**src/hdl/spr_pkg.sv**
```systemverilog
// ----------------------------------------------------------------------------
// spr_pkg
// Shared constants, types and the arctangent table for the phase remapper.
// ----------------------------------------------------------------------------
`default_nettype none

package spr_pkg;

  // guard bits below the sample lsb inside the cordic datapaths
  localparam int GUARD_BITS = 6;
  // depth of the arctangent table, and so the stage limit
  localparam int ATAN_ENTRIES = 30;
  localparam int INDEX_WIDTH = 13;
  localparam int ANGLE_WIDTH = 32;
  localparam int CFG_WIDTH = 16;
  localparam int CFG_INDEX_WIDTH = 2;

  // 1/K^2 in Q30, K being the cordic gain
  localparam int INV_GAIN_WIDTH = 29;
  localparam int INV_GAIN_FRAC = 30;
  localparam logic [INV_GAIN_WIDTH-1:0] INV_GAIN_SQ = 29'd395948876;

  localparam logic [ANGLE_WIDTH-1:0] HALF_TURN = 32'h8000_0000;

  // defaults for the top level parameters
  localparam int SAMPLE_WIDTH_DEF = 24;
  localparam int CORDIC_STAGES_DEF = 20;

  // register indexes
  localparam logic [CFG_INDEX_WIDTH-1:0] REG_PHASE_BIAS = 2'd0;
  localparam logic [CFG_INDEX_WIDTH-1:0] REG_PHASE_SLOPE = 2'd1;
  localparam logic [CFG_INDEX_WIDTH-1:0] REG_PHASE_PER_BIN = 2'd2;

  // reset values
  localparam logic [CFG_WIDTH-1:0] PHASE_BIAS_RST = 16'd0;
  localparam logic [CFG_WIDTH-1:0] PHASE_SLOPE_RST = 16'd4096;
  localparam logic [CFG_WIDTH-1:0] PHASE_PER_BIN_RST = 16'd0;

  // phase remap settings
  typedef struct packed {
    logic signed [CFG_WIDTH-1:0] bias;
    logic signed [CFG_WIDTH-1:0] slope;
    logic signed [CFG_WIDTH-1:0] per_bin;
  } phase_cfg_t;

  // atan(2^-i) as binary angles, one turn = 2^32
  function automatic logic [ANGLE_WIDTH-1:0] atan_angle(input logic [4:0] i);
    logic [ANGLE_WIDTH-1:0] a;
    unique case (i)
      5'd0:  a = 32'h2000_0000;
      5'd1:  a = 32'h12E4_051E;
      5'd2:  a = 32'h09FB_385B;
      5'd3:  a = 32'h0511_11D4;
      5'd4:  a = 32'h028B_0D43;
      5'd5:  a = 32'h0145_D7E1;
      5'd6:  a = 32'h00A2_F61E;
      5'd7:  a = 32'h0051_7C55;
      5'd8:  a = 32'h0028_BE53;
      5'd9:  a = 32'h0014_5F2F;
      5'd10: a = 32'h000A_2F98;
      5'd11: a = 32'h0005_17CC;
      5'd12: a = 32'h0002_8BE6;
      5'd13: a = 32'h0001_45F3;
      5'd14: a = 32'h0000_A2FA;
      5'd15: a = 32'h0000_517D;
      5'd16: a = 32'h0000_28BE;
      5'd17: a = 32'h0000_145F;
      5'd18: a = 32'h0000_0A30;
      5'd19: a = 32'h0000_0518;
      5'd20: a = 32'h0000_028C;
      5'd21: a = 32'h0000_0146;
      5'd22: a = 32'h0000_00A3;
      5'd23: a = 32'h0000_0051;
      5'd24: a = 32'h0000_0029;
      5'd25: a = 32'h0000_0014;
      5'd26: a = 32'h0000_000A;
      5'd27: a = 32'h0000_0005;
      5'd28: a = 32'h0000_0003;
      5'd29: a = 32'h0000_0001;
      default: a = '0;
    endcase
    return a;
  endfunction

endpackage

`default_nettype wire

```
**src/hdl/spr_phase.sv**
```systemverilog
// ----------------------------------------------------------------------------
// spr_phase
// Gain correction of the magnitude and new phase, two register stages.
// ----------------------------------------------------------------------------
`default_nettype none

module spr_phase
  import spr_pkg::*;
#(
  parameter int XW = SAMPLE_WIDTH_DEF + GUARD_BITS + 3
) (
  input  wire logic                   clk,
  input  wire logic                   rst_n,
  input  wire logic                   en,
  input  wire phase_cfg_t             cfg,
  input  wire logic                   in_valid,
  input  wire logic signed [XW-1:0]   in_x,
  input  wire logic [ANGLE_WIDTH-1:0] in_z,
  input  wire logic [INDEX_WIDTH-1:0] in_idx,
  output logic                        out_valid,
  output logic signed [XW-1:0]        out_mag,
  output logic [ANGLE_WIDTH-1:0]      out_angle
);

  localparam int MW = XW - 1;
  localparam int PW = MW + INV_GAIN_WIDTH;
  localparam int SPW = CFG_WIDTH + ANGLE_WIDTH;
  localparam int SLOPE_FRAC = 12;

  logic                  va_r, vb_r;
  logic [PW-1:0]         prod_r;
  logic signed [SPW-1:0] slope_prod_r;
  logic [CFG_WIDTH-1:0]  upper_r;
  logic signed [XW-1:0]  mag_r;
  logic [ANGLE_WIDTH-1:0] angle_r;

  logic signed [SPW-1:0] slope_sum;

  // stage a: products
  always_ff @(posedge clk) begin
    if (!rst_n) begin
      va_r <= 1'b0;
    end else if (en) begin
      va_r <= in_valid;
    end
    if (en) begin
      prod_r       <= PW'(MW'(in_x)) * PW'(INV_GAIN_SQ);
      slope_prod_r <= SPW'(cfg.slope) * SPW'($signed(in_z));
      upper_r      <= CFG_WIDTH'(cfg.bias) + CFG_WIDTH'(cfg.per_bin * CFG_WIDTH'(in_idx));
    end
  end

  // rounding of the slope term, then the sum modulo one turn
  assign slope_sum = slope_prod_r + SPW'(2048);

  // stage b: magnitude and angle
  always_ff @(posedge clk) begin
    if (!rst_n) begin
      vb_r <= 1'b0;
    end else if (en) begin
      vb_r <= va_r;
    end
    if (en) begin
      mag_r   <= XW'(prod_r >> INV_GAIN_FRAC);
      angle_r <= {upper_r, 16'd0} + slope_sum[SLOPE_FRAC +: ANGLE_WIDTH];
    end
  end

  assign out_valid = vb_r;
  assign out_mag   = mag_r;
  assign out_angle = angle_r;

endmodule

`default_nettype wire

```
**config.mk**
```make
export PLATFORM = sky130hd
export DESIGN_NAME = spr_phase
export DESIGN_NICKNAME = d
export VERILOG_FILES = /design/src/hdl/spr_pkg.sv /design/src/hdl/spr_phase.sv
export SDC_FILE = /design/constraint.sdc
export NUM_CORES = 2
export LEC_CHECK = 0
export BUFFER_PORTS_ARGS = -buffer_cell sky130_fd_sc_hd__buf_2
export CORE_MARGIN = 2
export CORE_UTILIZATION = 30
export DETAILED_ROUTE_END_ITERATION = 10
export MAX_ROUTING_LAYER = met4
export PLACE_DENSITY_LB_ADDON = 0.15
export SETUP_SLACK_MARGIN = 0.05
export SLEW_MARGIN = 40
export SYNTH_ARGS = -nofsm -noshare
export SYNTH_HDL_FRONTEND = slang
export SYNTH_SLANG_ARGS = --single-unit
```
**constraint.sdc**
```tcl
create_clock -name clk -period 16.5 [get_ports clk]
set_clock_uncertainty 0.2 [all_clocks]
set_input_delay 0.825 -clock clk [delete_from_list [all_inputs] [get_ports clk]]
set_output_delay 0.825 -clock clk [all_outputs]
set_load 0.005 [all_outputs]
```
# Word-level counts from Yosys, hierarchy flattened
# Cells that the tools add are included.
# word_totals
ff_bits,184
inputBits,130
output_inout_bits,66
# classes
add_sub_neg,3
multipliers,3
# ops
operator,count
$mul 61x27->59 const B,1
$add 44x13->44 const B,1
$mul 16x32->44,1
$add 32x32->32,1
$add 16x16->16,1
$mul 16x13->16,1

# Logic depth before layout (Yosys ltp)
# depth
ltp_word,2
ltp_mapped,26

# Worst setup path before layout
# Ideal clock, no wire load.
# synth_timing
path_kind,input port to flip-flop
from,in in_x[12]
to,reg prod_r[39] (data pin)
setup_ns,0.260
arrival_time_ns,6.553
t_required_ns,16.040
setup_slack_ns,9.487
cell_stages,24
path_buffers,0
path_cell_list,ha_1 fa_1 inv_1 fa_1 inv_1 fa_1 inv_1 fa_1 inv_1 fa_1 inv_1 fa_1 inv_1 ha_1 or4_1 a221o_1 a41oi_1 nor3b_1 o211ai_2 a21oi_1 nand2b_4 a221o_1 a21oi_2 xnor2_1
# synth_via
elab_chain_len,1
# synth_lines
item,line,source
start: declaration,spr_phase.sv:17,"input wire logic signed [XW-1:0] in_x,"
$mul 61x27->59,spr_phase.sv:47,prod_r <= PW'(MW'(in_x)) * PW'(INV_GAIN_SQ);
end signal: assignment,spr_phase.sv:47,
end: declaration,spr_phase.sv:31,logic [PW-1:0] prod_r;
# No other way between the ends.
# A chain may end at the register's enable or synchronous reset.

# Final worst setup path
# layout_timing
from,in in_x[18]
to,reg prod_r[58] (data pin)
# The elaborated chain is that of the path after synthesis.

==> impl_metrics.env <==
export IMPL_async_reset_ff_share_pct=0
export IMPL_synth_seq_cells=145
export IMPL_worstReg2RegStart="slope_prod_r[13]"
export IMPL_routabilityCongestion=0.8712
export IMPL_required_ns=16.56
export IMPL_crit_family="adder cells"
export IMPL_wl_um=114400
export IMPL_crit_fanout=10
export IMPL_rsz0062_at_grt="false"
export IMPL_cts_tree="built"
export IMPL_seq_area_frac_synth_pct=10.09
export IMPL_insertion_delay_ns=0.51
export IMPL_critPathBufInv=5
export IMPL_fmax_ghz=0.1239
export IMPL_avgRoutedWirePerCell_um=17.90
export IMPL_antenna_left=0
export IMPL_finalCriticalPeriod_ns=8.071
export IMPL_arrival_ns=8.13
export IMPL_antenna_found_initial=11
export IMPL_setup_tns_ns=0
export IMPL_grt_pass1_vias=31186
export IMPL_fin_crit_sh_pct=48.92
export IMPL_drtPass1Iterations=6
export IMPL_cts_setup_buffers=0
export IMPL_holdBufCountCts=0
export IMPL_coreArea_mm2=0.1418
export IMPL_cts_repair_resized=0
export IMPL_fp_dieArea_mm2=0.1462
export IMPL_synth_flop_cell="edfxtp_1"
export IMPL_synth_most_common_cell="inv_1"
export IMPL_met2_usage_pct=26.25
export IMPL_startpoint_type="input pin"
export IMPL_htreeDepth=4
export IMPL_synth_edff_count=143
export IMPL_synth_area_mm2=0.04295
export IMPL_grt_pass1_wl_um=184500
export IMPL_hold_viol=0
export IMPL_dpl_cell_area_mm2=0.04600
export IMPL_final_area_mm2=0.04659
export IMPL_cp_common_cell="fa_1"
export IMPL_globalRouteTotalUtil_pct=17.06
export IMPL_cap_violations=0
export IMPL_worstSetupPathType="in -> reg"
export IMPL_rows=138
export IMPL_via_per_inst=4.413
export IMPL_nets=6077
export IMPL_min_delay_path_class="reg -> reg"
export IMPL_synth_warning_count=0
export IMPL_ys_types=66
export IMPL_pin_count=196
export IMPL_use_met1_pct=24.02
export IMPL_die_h_um=382.4
export IMPL_dr_first_iter_drc_count=1354
export IMPL_endpoint_kind="register"
export IMPL_vias=28219
export IMPL_yosys_top_cells_count="inv_1, fa_1, ha_1"
export IMPL_whs_ns=0.2125
export IMPL_tightest_slew_ns=0.8719
export IMPL_gr_total_overflow=0
export IMPL_grtUsageMet3_pct=2.763
export IMPL_portBuffers=192
export IMPL_slew_headroom_pct=41.76
export IMPL_die_w_um=382.4
export IMPL_start_util_pct=30.30
export IMPL_critPathMaxStageDelay_ns=0.87
export IMPL_netlist_top_cells_area="fa_1, ha_1, inv_1"
export IMPL_cpMaxStageDelayCell="a2111oi_2"
export IMPL_grt_busiest_layer="met2"
export IMPL_status="completed"
export IMPL_synth_largest_area_cell="fa_1"
export IMPL_synth_cells=4365
export IMPL_min_from="prod_r[39]"
export IMPL_cts_clk_slew_worst_paths_ns=0.07
export IMPL_clock_sinks=145
export IMPL_crit_start="in_x[18]"
export IMPL_cts_made_buffers=17
export IMPL_cts_path_max_buffers=2
export IMPL_drc=0
export IMPL_post_route_util_pct=32.87
export IMPL_area_growth_pct=8.462
export IMPL_syn_area_per_cell_um2=9.841
export IMPL_yosysTopAreaCellShare_pct=45.91
export IMPL_hpwl_um=95620
export IMPL_drive_gt1_share_pct=5.604
export IMPL_crit_chain="buf_2 > ha_1 > fa_1 > inv_1 > fa_1 > inv_1 > fa_1 > fa_1 > fa_1 > inv_1 > fa_1 > inv_1 > ha_1 > and4_1 > and3_1 > nand2_1 > o21ai_0 > o211ai_2 > a2111oi_2 > o211ai_1 > nand2_1 > a21oi_1 > xnor2_1"
export IMPL_drv_slew=0
export IMPL_grt_max_degree=77
export IMPL_root_buffer="clkbuf_16"
export IMPL_setup_viol=0
==> state kept, by name, summed over array words and instances, names as in the netlist <==
| register | count |
|---|---|
| slope_prod_r | 33 |
| out_angle | 32 |
| out_mag | 31 |
| prod_r | 31 |
| upper_r | 16 |
| out_valid | 1 |
| va_r | 1 |
==> path summary, 6_finish.rpt <==
path	endpoint	slack (ns)	cells after the start
worst min-delay path	out_mag[9]	0.21	0
worst max-delay path	prod_r[58]	8.43	23
worst max register to register	out_angle[30]	11.28	19
worst min register to register	out_mag[9]	0.21	0
==> worst reg2reg max path, stage by stage, from the launching register on <==
cell,delay (ns)
edfxtp_1,0.40
and3_1,0.20
and3_1,0.20
and2_1,0.23
and3_1,0.24
inv_1,0.06
nor2_2,0.46
xor2_1,0.21
ha_1,0.27
fa_1,0.44
a21o_1,0.20
a21oi_1,0.23
o21ai_0,0.11
a21oi_1,0.25
o21bai_1,0.14
a211oi_1,0.37
o21ai_0,0.22
a31o_2,0.27
a21oi_1,0.17
xnor2_1,0.10
==> final cells by class <==
class                           count  area (um2)
Fill cell                       14752       95170
Multi-Input combinational cell   2777       33210
Inverter                         1342        5037
Sequential cell                   145        4334
Tap cell                         1890        2365
Timing Repair Buffer              201        1059
Clock buffer                       18       429.2
Clock inverter                     14       135.1
Antenna cell                        8       20.02
==> metrics by stage <==
step	instances	setup slack (ns)
final	6395	8.429
after detailed placement	6355	7.931
after CTS	6387	8.447
after global routing	6391	8.146
after floorplan	4366	9.487
after global placement	6354	7.797
==> logic make-up after synthesis <==
family	synth area share (%)
flip-flops	10.09
AO/OA/AOI/OAI	3.959
AND/OR/NAND/NOR	9.915
multiplexers	0.09612
adder cells (fa/ha/maj)	59.83
buffers and inverters	12.64
other	0.008730
XOR/XNOR	3.466
==> metal layers <==
metal	vias up	wire length, um
met5	-	0
met4	0	1656
met3	69	5518
met2	508	52350
met1	14578	54920
li1	13064	-
==> layout by cell type (no fill, tap or decap), types with 8 or more instances in the layout <==
cell,Yosys,final
a211oi_1,10,10
a21o_1,43,43
a21oi_1,78,78
and2_1,259,259
and3_1,18,18
buf_2,0,191
clkbuf_16,0,17
diode_2,0,8
edfxtp_1,143,143
fa_1,985,985
ha_1,478,478
inv_1,1342,1341
nand2_1,408,408
nand2b_1,14,14
nand3_1,27,27
nand4_1,20,20
nor2_1,79,78
nor2b_1,11,11
nor3_1,21,21
o21a_1,18,18
o21ai_0,39,39
o21bai_1,14,14
xnor2_1,129,129
xor2_1,41,41
Power is not shown: default switching activity piles up to over one toggle a cycle in this logic, so the estimate is an artifact.
